[src/hw/rtl/slt_pkg.sv]
// Shared types, character codes and token-kind codes for the shell line tokenizer.
package slt_pkg;

  localparam int TOK_W = 12;

  typedef struct packed {
    logic [7:0] ch;
    logic       line_end;
  } in_t;

  typedef struct packed {
    logic [TOK_W-1:0] tok_start;
    logic [TOK_W-1:0] tok_end;
    logic             no_token;
    logic             line_done;
    logic             overflow;
  } out_t;

  // Up to two results per character, r0 first.
  typedef struct packed {
    logic v0;
    logic v1;
    out_t r0;
    out_t r1;
  } step_res_t;

  localparam logic [2:0] KIND_NONE  = 3'd0;
  localparam logic [2:0] KIND_WORD  = 3'd1;
  localparam logic [2:0] KIND_DIGIT = 3'd2;
  localparam logic [2:0] KIND_AMP   = 3'd3;
  localparam logic [2:0] KIND_PIPE  = 3'd4;
  localparam logic [2:0] KIND_LT    = 3'd5;
  localparam logic [2:0] KIND_GT    = 3'd6;

  localparam logic [7:0] CH_NUL    = 8'h00;
  localparam logic [7:0] CH_SPACE  = 8'h20;
  localparam logic [7:0] CH_BANG   = 8'h21;
  localparam logic [7:0] CH_AMP    = 8'h26;
  localparam logic [7:0] CH_LPAREN = 8'h28;
  localparam logic [7:0] CH_RPAREN = 8'h29;
  localparam logic [7:0] CH_DASH   = 8'h2D;
  localparam logic [7:0] CH_DIG0   = 8'h30;
  localparam logic [7:0] CH_DIG9   = 8'h39;
  localparam logic [7:0] CH_SEMI   = 8'h3B;
  localparam logic [7:0] CH_LT     = 8'h3C;
  localparam logic [7:0] CH_GT     = 8'h3E;
  localparam logic [7:0] CH_BSLASH = 8'h5C;
  localparam logic [7:0] CH_PIPE   = 8'h7C;

  // Output queue: two results may enter per cycle, one leaves.
  localparam int Q_DEPTH = 4;
  localparam int QIDX_W  = 2;
  localparam int QCNT_W  = 3;

  function automatic logic is_digit(input logic [7:0] c);
    return (c >= CH_DIG0) && (c <= CH_DIG9);
  endfunction

  function automatic logic ends_word(input logic [7:0] c);
    return (c == CH_BANG) || (c == CH_LPAREN) || (c == CH_RPAREN) ||
           (c == CH_SEMI) || (c == CH_AMP) || (c == CH_PIPE) || (c == CH_LT) ||
           (c == CH_GT) || (c == CH_SPACE) || (c == CH_BSLASH);
  endfunction

endpackage

[src/hw/rtl/slt_step.sv]
// Per-character tokenizer rule: line state registers and the result logic for one character.
module slt_step #(
  parameter int LINE_LEN = 4096
) (
  input  logic              clk,
  input  logic              rst,
  input  logic              go,
  input  slt_pkg::in_t      item,
  output slt_pkg::step_res_t res
);

  localparam int POS_W = $clog2(LINE_LEN + 1);
  localparam int OFF_W = $clog2(LINE_LEN);

  logic [POS_W-1:0] position, position_next;
  logic [2:0]       kind, kind_next;
  logic [OFF_W-1:0] pstart, pstart_next;
  logic             prev_amp, prev_amp_next;
  logic             ovf, ovf_next;

  logic [2:0]       kind_eff;
  logic             closing;
  logic             full;
  logic             taken;
  logic             pair;
  logic             flush;
  logic             single;
  logic [OFF_W-1:0] p;
  logic [OFF_W-1:0] close_end;
  slt_pkg::out_t    flush_res;
  slt_pkg::out_t    single_res;

  assign kind_eff  = (kind > slt_pkg::KIND_GT) ? slt_pkg::KIND_NONE : kind;
  assign closing   = item.line_end || (item.ch == slt_pkg::CH_NUL);
  assign full      = (position >= POS_W'(LINE_LEN));
  assign p         = position[OFF_W-1:0];
  assign close_end = (position != '0) ? OFF_W'(position - POS_W'(1)) : '0;

  always_comb begin
    taken = 1'b0;
    pair  = 1'b0;
    case (kind_eff)
      slt_pkg::KIND_WORD:  taken = !slt_pkg::ends_word(item.ch);
      slt_pkg::KIND_DIGIT: taken = slt_pkg::is_digit(item.ch);
      slt_pkg::KIND_AMP:   pair  = (item.ch == slt_pkg::CH_AMP);
      slt_pkg::KIND_PIPE:  pair  = (item.ch == slt_pkg::CH_PIPE);
      slt_pkg::KIND_LT:    pair  = (item.ch == slt_pkg::CH_LT) || (item.ch == slt_pkg::CH_GT) ||
                                   (item.ch == slt_pkg::CH_AMP);
      slt_pkg::KIND_GT:    pair  = (item.ch == slt_pkg::CH_GT) || (item.ch == slt_pkg::CH_AMP);
      default: begin
        taken = 1'b0;
        pair  = 1'b0;
      end
    endcase
  end

  assign flush  = (kind_eff != slt_pkg::KIND_NONE) && !taken;
  // single-character tokens only when the character was not absorbed
  assign single = !taken && !(flush && pair) &&
                  ((item.ch == slt_pkg::CH_SEMI) || (item.ch == slt_pkg::CH_LPAREN) ||
                   (item.ch == slt_pkg::CH_RPAREN) || (item.ch == slt_pkg::CH_BANG) ||
                   ((item.ch == slt_pkg::CH_DASH) && prev_amp));

  always_comb begin
    flush_res.tok_start  = slt_pkg::TOK_W'(pstart);
    flush_res.tok_end    = pair ? slt_pkg::TOK_W'(p) : slt_pkg::TOK_W'(p - OFF_W'(1));
    flush_res.no_token   = 1'b0;
    flush_res.line_done  = 1'b0;
    flush_res.overflow   = ovf;
    single_res.tok_start = slt_pkg::TOK_W'(p);
    single_res.tok_end   = slt_pkg::TOK_W'(p);
    single_res.no_token  = 1'b0;
    single_res.line_done = 1'b0;
    single_res.overflow  = ovf;
  end

  always_comb begin
    position_next = position;
    kind_next     = kind;
    pstart_next   = pstart;
    prev_amp_next = prev_amp;
    ovf_next      = ovf;
    res           = '0;
    if (closing) begin
      res.v0           = 1'b1;
      res.r0.line_done = 1'b1;
      res.r0.overflow  = ovf;
      if (kind_eff != slt_pkg::KIND_NONE) begin
        res.r0.tok_start = slt_pkg::TOK_W'(pstart);
        res.r0.tok_end   = slt_pkg::TOK_W'(close_end);
      end else begin
        res.r0.no_token = 1'b1;
      end
      position_next = '0;
      kind_next     = slt_pkg::KIND_NONE;
      pstart_next   = '0;
      prev_amp_next = 1'b0;
      ovf_next      = 1'b0;
    end else if (full) begin
      ovf_next = 1'b1;
    end else begin
      if (flush) begin
        res.v0 = 1'b1;
        res.r0 = flush_res;
        res.v1 = single;
        res.r1 = single_res;
      end else begin
        res.v0 = single;
        res.r0 = single_res;
      end
      kind_next = flush ? slt_pkg::KIND_NONE : kind_eff;
      if (!taken && !(flush && pair) && !single && (item.ch != slt_pkg::CH_SPACE)) begin
        pstart_next = p;
        if (item.ch == slt_pkg::CH_AMP)        kind_next = slt_pkg::KIND_AMP;
        else if (item.ch == slt_pkg::CH_PIPE)  kind_next = slt_pkg::KIND_PIPE;
        else if (item.ch == slt_pkg::CH_LT)    kind_next = slt_pkg::KIND_LT;
        else if (item.ch == slt_pkg::CH_GT)    kind_next = slt_pkg::KIND_GT;
        else if (slt_pkg::is_digit(item.ch))   kind_next = slt_pkg::KIND_DIGIT;
        else                                   kind_next = slt_pkg::KIND_WORD;
      end
      prev_amp_next = (item.ch == slt_pkg::CH_AMP);
      position_next = position + POS_W'(1);
    end
  end

  always_ff @(posedge clk) begin
    if (rst) begin
      position <= '0;
      kind     <= slt_pkg::KIND_NONE;
      pstart   <= '0;
      prev_amp <= 1'b0;
      ovf      <= 1'b0;
    end else if (go) begin
      position <= position_next;
      kind     <= kind_next;
      pstart   <= pstart_next;
      prev_amp <= prev_amp_next;
      ovf      <= ovf_next;
    end
  end

  a_close_clears: assert property (@(posedge clk) disable iff (rst)
    (go && closing) |=> (position == '0) && (kind == slt_pkg::KIND_NONE) && !ovf)
    else $error("line state not cleared after line close");

  a_close_single: assert property (@(posedge clk) disable iff (rst)
    (res.v0 && res.r0.line_done) |-> !res.v1)
    else $error("line close produced a second result");

  a_drop_holds: assert property (@(posedge clk) disable iff (rst)
    (go && !closing && full) |=> (position == $past(position)) && ovf)
    else $error("dropped character moved the position");

endmodule

[src/hw/rtl/slt_outq.sv]
// Four-entry result queue: takes up to two results per cycle, delivers one.
module slt_outq (
  input  logic               clk,
  input  logic               rst,
  input  logic               wr,
  input  slt_pkg::step_res_t push,
  output logic               room,
  output logic               out_valid,
  input  logic               out_ready,
  output slt_pkg::out_t      out_data
);

  slt_pkg::out_t             mem [slt_pkg::Q_DEPTH];
  logic [slt_pkg::QIDX_W-1:0] head, tail;
  logic [slt_pkg::QCNT_W-1:0] count;
  logic [1:0]                n_push;
  logic                      pop;

  assign n_push    = wr ? ({1'b0, push.v0} + {1'b0, push.v1}) : 2'd0;
  assign out_valid = (count != '0);
  assign pop       = out_valid && out_ready;
  assign out_data  = mem[head];
  assign room      = (count <= slt_pkg::QCNT_W'(slt_pkg::Q_DEPTH - 2));

  always_ff @(posedge clk) begin
    if (wr && push.v0) mem[tail] <= push.r0;
    if (wr && push.v1) mem[tail + slt_pkg::QIDX_W'(1)] <= push.r1;
  end

  always_ff @(posedge clk) begin
    if (rst) begin
      head  <= '0;
      tail  <= '0;
      count <= '0;
    end else begin
      tail  <= tail + slt_pkg::QIDX_W'(n_push);
      head  <= head + slt_pkg::QIDX_W'(pop);
      count <= count + slt_pkg::QCNT_W'(n_push) - slt_pkg::QCNT_W'(pop);
    end
  end

  a_count_bound: assert property (@(posedge clk) disable iff (rst)
    count <= slt_pkg::QCNT_W'(slt_pkg::Q_DEPTH))
    else $error("result queue count out of range");

  a_wr_room: assert property (@(posedge clk) disable iff (rst)
    wr |-> room)
    else $error("results written without room for two");

  a_pair_order: assert property (@(posedge clk) disable iff (rst)
    (wr && push.v1) |-> push.v0)
    else $error("second result without a first");

endmodule

[src/hw/rtl/shell_line_tokenizer_unit.sv]
// Shell line tokenizer top level: input register, tokenizer step and result queue.
//
// Usage: characters of a command line arrive on the in channel (in_valid,
// in_ready, in_data), one per transfer; a transfer with line_end set, or a zero
// byte, closes the line. Each token comes back on the out channel (out_valid,
// out_ready, out_data) as its first and last offset in the line; the line
// close always yields one result with line_done set, with no_token set when
// no token was open. Characters at offset LINE_LEN or beyond are dropped and
// the overflow flag is raised on the remaining results of that line.
// A result passes through the input register and then into the result queue
// before it can transfer on the out channel.
// Throughput: one character per cycle while out_ready stays high and each character yields at most one
// result; a character that closes a token and forms a one-character token
// gives two results, which leave through the single output port one at a time.
// The four-entry result queue sets this: a character leaves the input
// register only when two queue entries are free.
// Reset clears all line state and the queue. When out_ready is low, results
// collect in the queue and in_ready drops once the input register holds a
// character and fewer than two queue entries are free; no result is lost.
module shell_line_tokenizer_unit #(
  parameter int LINE_LEN = 4096
) (
  input  logic          clk,
  input  logic          rst,
  input  logic          in_valid,
  output logic          in_ready,
  input  slt_pkg::in_t  in_data,
  output logic          out_valid,
  input  logic          out_ready,
  output slt_pkg::out_t out_data
);

  logic               in_reg_valid;
  slt_pkg::in_t       in_reg;
  logic               go;
  logic               room;
  slt_pkg::step_res_t res;

  assign go       = in_reg_valid && room;
  assign in_ready = !in_reg_valid || go;

  always_ff @(posedge clk) begin
    if (rst) begin
      in_reg_valid <= 1'b0;
    end else if (in_ready) begin
      in_reg_valid <= in_valid;
    end
  end

  always_ff @(posedge clk) begin
    if (in_valid && in_ready) in_reg <= in_data;
  end

  slt_step #(
    .LINE_LEN(LINE_LEN)
  ) u_step (
    .clk  (clk),
    .rst  (rst),
    .go   (go),
    .item (in_reg),
    .res  (res)
  );

  slt_outq u_outq (
    .clk       (clk),
    .rst       (rst),
    .wr        (go),
    .push      (res),
    .room      (room),
    .out_valid (out_valid),
    .out_ready (out_ready),
    .out_data  (out_data)
  );

endmodule
[config.mk]
export PLATFORM = sky130hd
export DESIGN_NAME = shell_line_tokenizer_unit
export DESIGN_NICKNAME = d
export VERILOG_FILES = /design/src/hw/rtl/slt_pkg.sv /design/src/hw/rtl/slt_step.sv /design/src/hw/rtl/slt_outq.sv /design/src/hw/rtl/shell_line_tokenizer_unit.sv
export SDC_FILE = /design/constraint.sdc
export NUM_CORES = 1
export LEC_CHECK = 0
export BUFFER_PORTS_ARGS = -buffer_cell sky130_fd_sc_hd__buf_4
export CAP_MARGIN = 20
export CELL_PAD_IN_SITES_DETAIL_PLACEMENT = 1
export CELL_PAD_IN_SITES_GLOBAL_PLACEMENT = 2
export CORE_MARGIN = 2
export CORE_UTILIZATION = 42
export CTS_CLUSTER_DIAMETER = 50
export CTS_CLUSTER_SIZE = 8
export DETAILED_ROUTE_END_ITERATION = 10
export GPL_TIMING_DRIVEN = 0
export PLACE_DENSITY = 0.85
export RECOVER_POWER = 100
export SETUP_SLACK_MARGIN = 0.02
export SYNTH_ARGS = -nofsm -noshare
export SYNTH_HDL_FRONTEND = slang
export SYNTH_SLANG_ARGS = --single-unit
[constraint.sdc]
create_clock -name clk -period 4.05 [get_ports clk]
set_input_delay 0.405 -clock clk [delete_from_list [all_inputs] [get_ports clk]]
set_output_delay 0.405 -clock clk [all_outputs]
set_load 0.02 [all_outputs]
==> results.txt <==
The flow ran to the end, and the final reports show no timing, DRC or antenna violations. The placement-stage worst setup slack is 0.149 ns. The register area share after synthesis came out at 54.4%.

The cell row count is 49. The post-route non-filler standard cell count is approximately 940. The H-tree level count is 4. The sum of negative setup slack is 0 ns. The commonest cells after synthesis are sky130_fd_sc_hd__edfxtp_1 (109), sky130_fd_sc_hd__nand2_1 (51), sky130_fd_sc_hd__o22ai_1 (48), sky130_fd_sc_hd__o2bb2ai_1 (48), sky130_fd_sc_hd__dfxtp_1 (46). The headroom to the max-slew limit came out at 37.6%. Summed over all layers, the routed wires come to 23400 um. The startpoint identified for the worst register-to-register timing path is u_step.position[0]. The final design utilization came out at 49.5%. Across all setup checks in the final design, the least slack found is 0.205 ns.

The area of the mapped netlist is 0.00771 mm2. The global-route total usage across every layer is between 20 and 25%. The critical path in this run is classified as flip-flop to flip-flop. The final clock skew is 0.0113 ns. The number of antenna violations at the first check in global routing is 0. The top achievable clock speed came out at 260 MHz. Along the worst path, the maximum fanout reaches 10. The deepest clock path buffer count is 2. The worst hold path begins at in_data[5]. The most critical setup path has its startpoint at u_step.position[0]. The count of placed standard cells including taps came out at between 900 and 1k. The analysis attributes to cell leakage a power of about 2.8 nW. TritonCTS built the clock tree.

The number of DRC violations after detailed routing came out at 0. The library cell occupying the most area in the post-synthesis netlist is sky130_fd_sc_hd__edfxtp_1. The number of port buffers came out at 41. The pin count of the biggest net entering global routing came out at 17. The detailed-route via count is 6010. After synthesis, the cell types taking the most area are sky130_fd_sc_hd__edfxtp_1 (42%), sky130_fd_sc_hd__dfxtp_1 (12%), sky130_fd_sc_hd__mux4_2 (7.9%). The worst reg-to-reg path cell count is 10. The area of all placed cells without fillers is a little under 0.009 mm2. The count of cell types in the netlist came out at 65. IR analysis of the VDD net gives a maximum drop of 0.303 mV. Setup repair after global routing left no endpoint under its margin.

The number of synthesis warnings came out at 0. The area inside the core boundary came out at 0.0180 mm2. The total power divided by cell area came out at between 500 and 600 mW/mm2. Routability-driven placement finished with a final weighted congestion of roughly 0.81. In this run the critical register-to-register path is captured at u_outq.mem[0][10]. The critical path arrival came out at about 4 ns. The most frequently used cell type in the post-synthesis netlist is sky130_fd_sc_hd__edfxtp_1.

The proportion of register bits with asynchronous set or reset after synthesis is 0%. The wire length of the first global-routing pass came out at 36500 um. The worst setup path is captured at a flip-flop.

The clock latency of the later-clocked register in the worst-skew pair came out at 0.43 ns. The number of antenna repair diodes is 0. The count of pins on the block boundary is 42. The average vias per placed instance is 6.37.

The portion of the clock cycle consumed by the worst path in the final layout is 94.9%. In this run the worst hold path is classified as primary input to flip-flop. For this configuration, the core starts out at a cell density of between 40 and 50%. The floorplan die area is around 0.019 mm2. The fraction of final layout cells sized beyond drive strength 1 is between 10 and 15%.

The number of global-route vias before repair is 6307. The detailed router finished its first iteration with between 500 and 600 violations. Cell internal power was estimated by the tool at 0.00313 W. The number of instances resized during post-cts repair is 0. Of the total power, the clock network draws 38.4%.

The clock transition at the registers of the reported paths is 0.07 ns. The flip-flop count of the largest register after layout came out at 108. The post-layout minimum cycle time came out at 3.85 ns. Global routing finished with a remaining overflow of 0. In this run switching power makes up between 30% and 40% of total power.

The worst hold path terminates at in_reg[5]. Synthesis inferred 155 register bits. Counting instances, the worst hold path has a depth of 1.

The HPWL reported at the end of detailed placement came out at about 16000 um. The net count after synthesis came out at 659. The number of enable-type register cells in the synthesized netlist came out at around 110. The area share of the largest cell type after synthesis is between 40 and 50%. Max-cap violations in this run came to 0.

The clock sink count is 155. The sequential cell fraction of total power came out at 40.2%. The x dimension of the die came out at 140 um. The post-CTS setup repair buffer count is 0. The register with the most flip-flops in the final layout is u_outq.mem. The number of hold-slack violations in the final timing report came out at 0. Data on the critical path is required at its endpoint by 4.20 ns.

Compared with the post-synthesis result, the final layout area differs by 15.2%. The detailed-routing iteration count for the pre-antenna-repair pass is 5. The startpoint type of the worst setup path is a flip-flop. The total setup violations reported at the end of the flow came out at 0. After synthesis, the mean cell area works out to between 10 and 15 um2.

The count of fill cells added during filler insertion came out at around 1.9k. The net count reported at finish came out at 723. From bottom edge to top edge, the die measures about 140 um. The count of final max-slew check failures is 0. Among all flip-flop cells after synthesis, the most frequent one is sky130_fd_sc_hd__edfxtp_1. The number of buffers added to fix hold violations after cts came out at 0. The final antenna-violating net count is 0. The largest registers in the layout are u_outq.mem x108, u_step.position x13, u_step.pstart x12. Setup slack on the worst reg-to-reg path comes out at 0.20 ns. The routed length per instance came out at 24.8 um.

The placement-stage cell area came out at 0.00842 mm2. The analysis attributes to net switching a power of 0.00136 W. The number of instances in the synthesized netlist came out at 637. Counting the buffers created by CTS gives 17. The transition at the pin with the smallest max-transition slack is 0.936 ns. The part of the power in combinational logic is 21.5%.

Clock tree synthesis selected as its root buffer the cell sky130_fd_sc_hd__clkbuf_16.
[cell type report]
class	instances	area (um2)	area share, %
Clock buffer	17	425	4.79
Inverter	12	45.0	0.507
Sequential cell	155	4190	47.2
Clock inverter	15	205	2.31
Timing Repair Buffer	45	313	3.52
Buffer	54	219	2.46
Tap cell	229	287	3.22
Multi-Input combinational cell	416	3200	36.0
[how the worst max path moves through the flow]
stage,end,depth (start not counted)
3_5_place_dp,u_outq.mem[0][10],10
6_report,u_outq.mem[0][10],10
2_1_floorplan,u_outq.count[2],13
5_1_grt,u_outq.mem[0][10],10
4_1_cts,u_outq.mem[0][10],10
3_3_place_gp,u_outq.mem[3][25],7
[worst max-delay path, stage by stage (launching register included)]
cell,delay (ns)
sky130_fd_sc_hd__dfxtp_1,0.33
sky130_fd_sc_hd__clkbuf_1,0.29
sky130_fd_sc_hd__inv_1,0.18
sky130_fd_sc_hd__ha_1,0.26
sky130_fd_sc_hd__or3b_2,0.52
sky130_fd_sc_hd__nor4bb_2,0.48
sky130_fd_sc_hd__a211o_1,0.26
sky130_fd_sc_hd__clkbuf_1,0.34
sky130_fd_sc_hd__a21oi_1,0.12
sky130_fd_sc_hd__o221ai_1,0.56
sky130_fd_sc_hd__o22ai_1,0.23
[power groups by stage]
stage / registers (W) / logic [W] / clock network, W
2_1_floorplan: 0.00183 / 0.000703 / 0
3_3_place_gp: 0.00183 / 0.00103 / 0
3_5_place_dp: 0.00184 / 0.00107 / 0
4_1_cts: 0.00181 / 0.00108 / 0.00173
5_1_grt: 0.00181 / 0.00104 / 0.00180
6_report: 0.00181 / 0.000966 / 0.00172
[cell usage in the layout, fill, tap and decap left out, types with 9 or more instances in the layout]
cell and n:
sky130_fd_sc_hd__edfxtp_1 109, sky130_fd_sc_hd__clkbuf_1 68, sky130_fd_sc_hd__nand2_1 51, sky130_fd_sc_hd__o22ai_1 48
sky130_fd_sc_hd__o2bb2ai_1 48, sky130_fd_sc_hd__dfxtp_1 46, sky130_fd_sc_hd__nor2_1 34, sky130_fd_sc_hd__mux4_2 27
sky130_fd_sc_hd__o21ai_0 18, sky130_fd_sc_hd__clkbuf_16 17, sky130_fd_sc_hd__a21oi_1 16, sky130_fd_sc_hd__nand3_1 15
sky130_fd_sc_hd__inv_1 12, sky130_fd_sc_hd__a22o_1 12, sky130_fd_sc_hd__o221ai_1 9, sky130_fd_sc_hd__nor2b_1 9
sky130_fd_sc_hd__clkbuf_4 9
[per-stage QoR]
stage	total power, W	hold WS, ns
global placement	0.00287	0.458
global route	0.00466	0.155
detailed placement	0.00291	0.467
CTS	0.00461	0.136
finish	0.00450	0.166
floorplan	0.00253	0.439
[metal layers]
metal	part of all wire [%]	track usage (%)	vias to the layer above	wire, um
met5	0	0	-	0
li1	-	-	2659	-
met4	2.9	10.3	0	685
met2	51	42.3	215	11900
met3	4.7	3.41	47	1110
met1	42	31.0	3089	9750
[cells by family after synthesis]
group | Yosys count | synth area share [%]
AO/OA/AOI/OAI | 185 | 18.0
AND/OR/NAND/NOR | 181 | 12.8
flip-flops | 155 | 54.4
buffers and inverters | 66 | 3.80
multiplexers | 28 | 8.01
XOR/XNOR | 13 | 1.48
adder cells (fa/ha/maj) | 9 | 1.56
(Power assumes the default switching activity.)
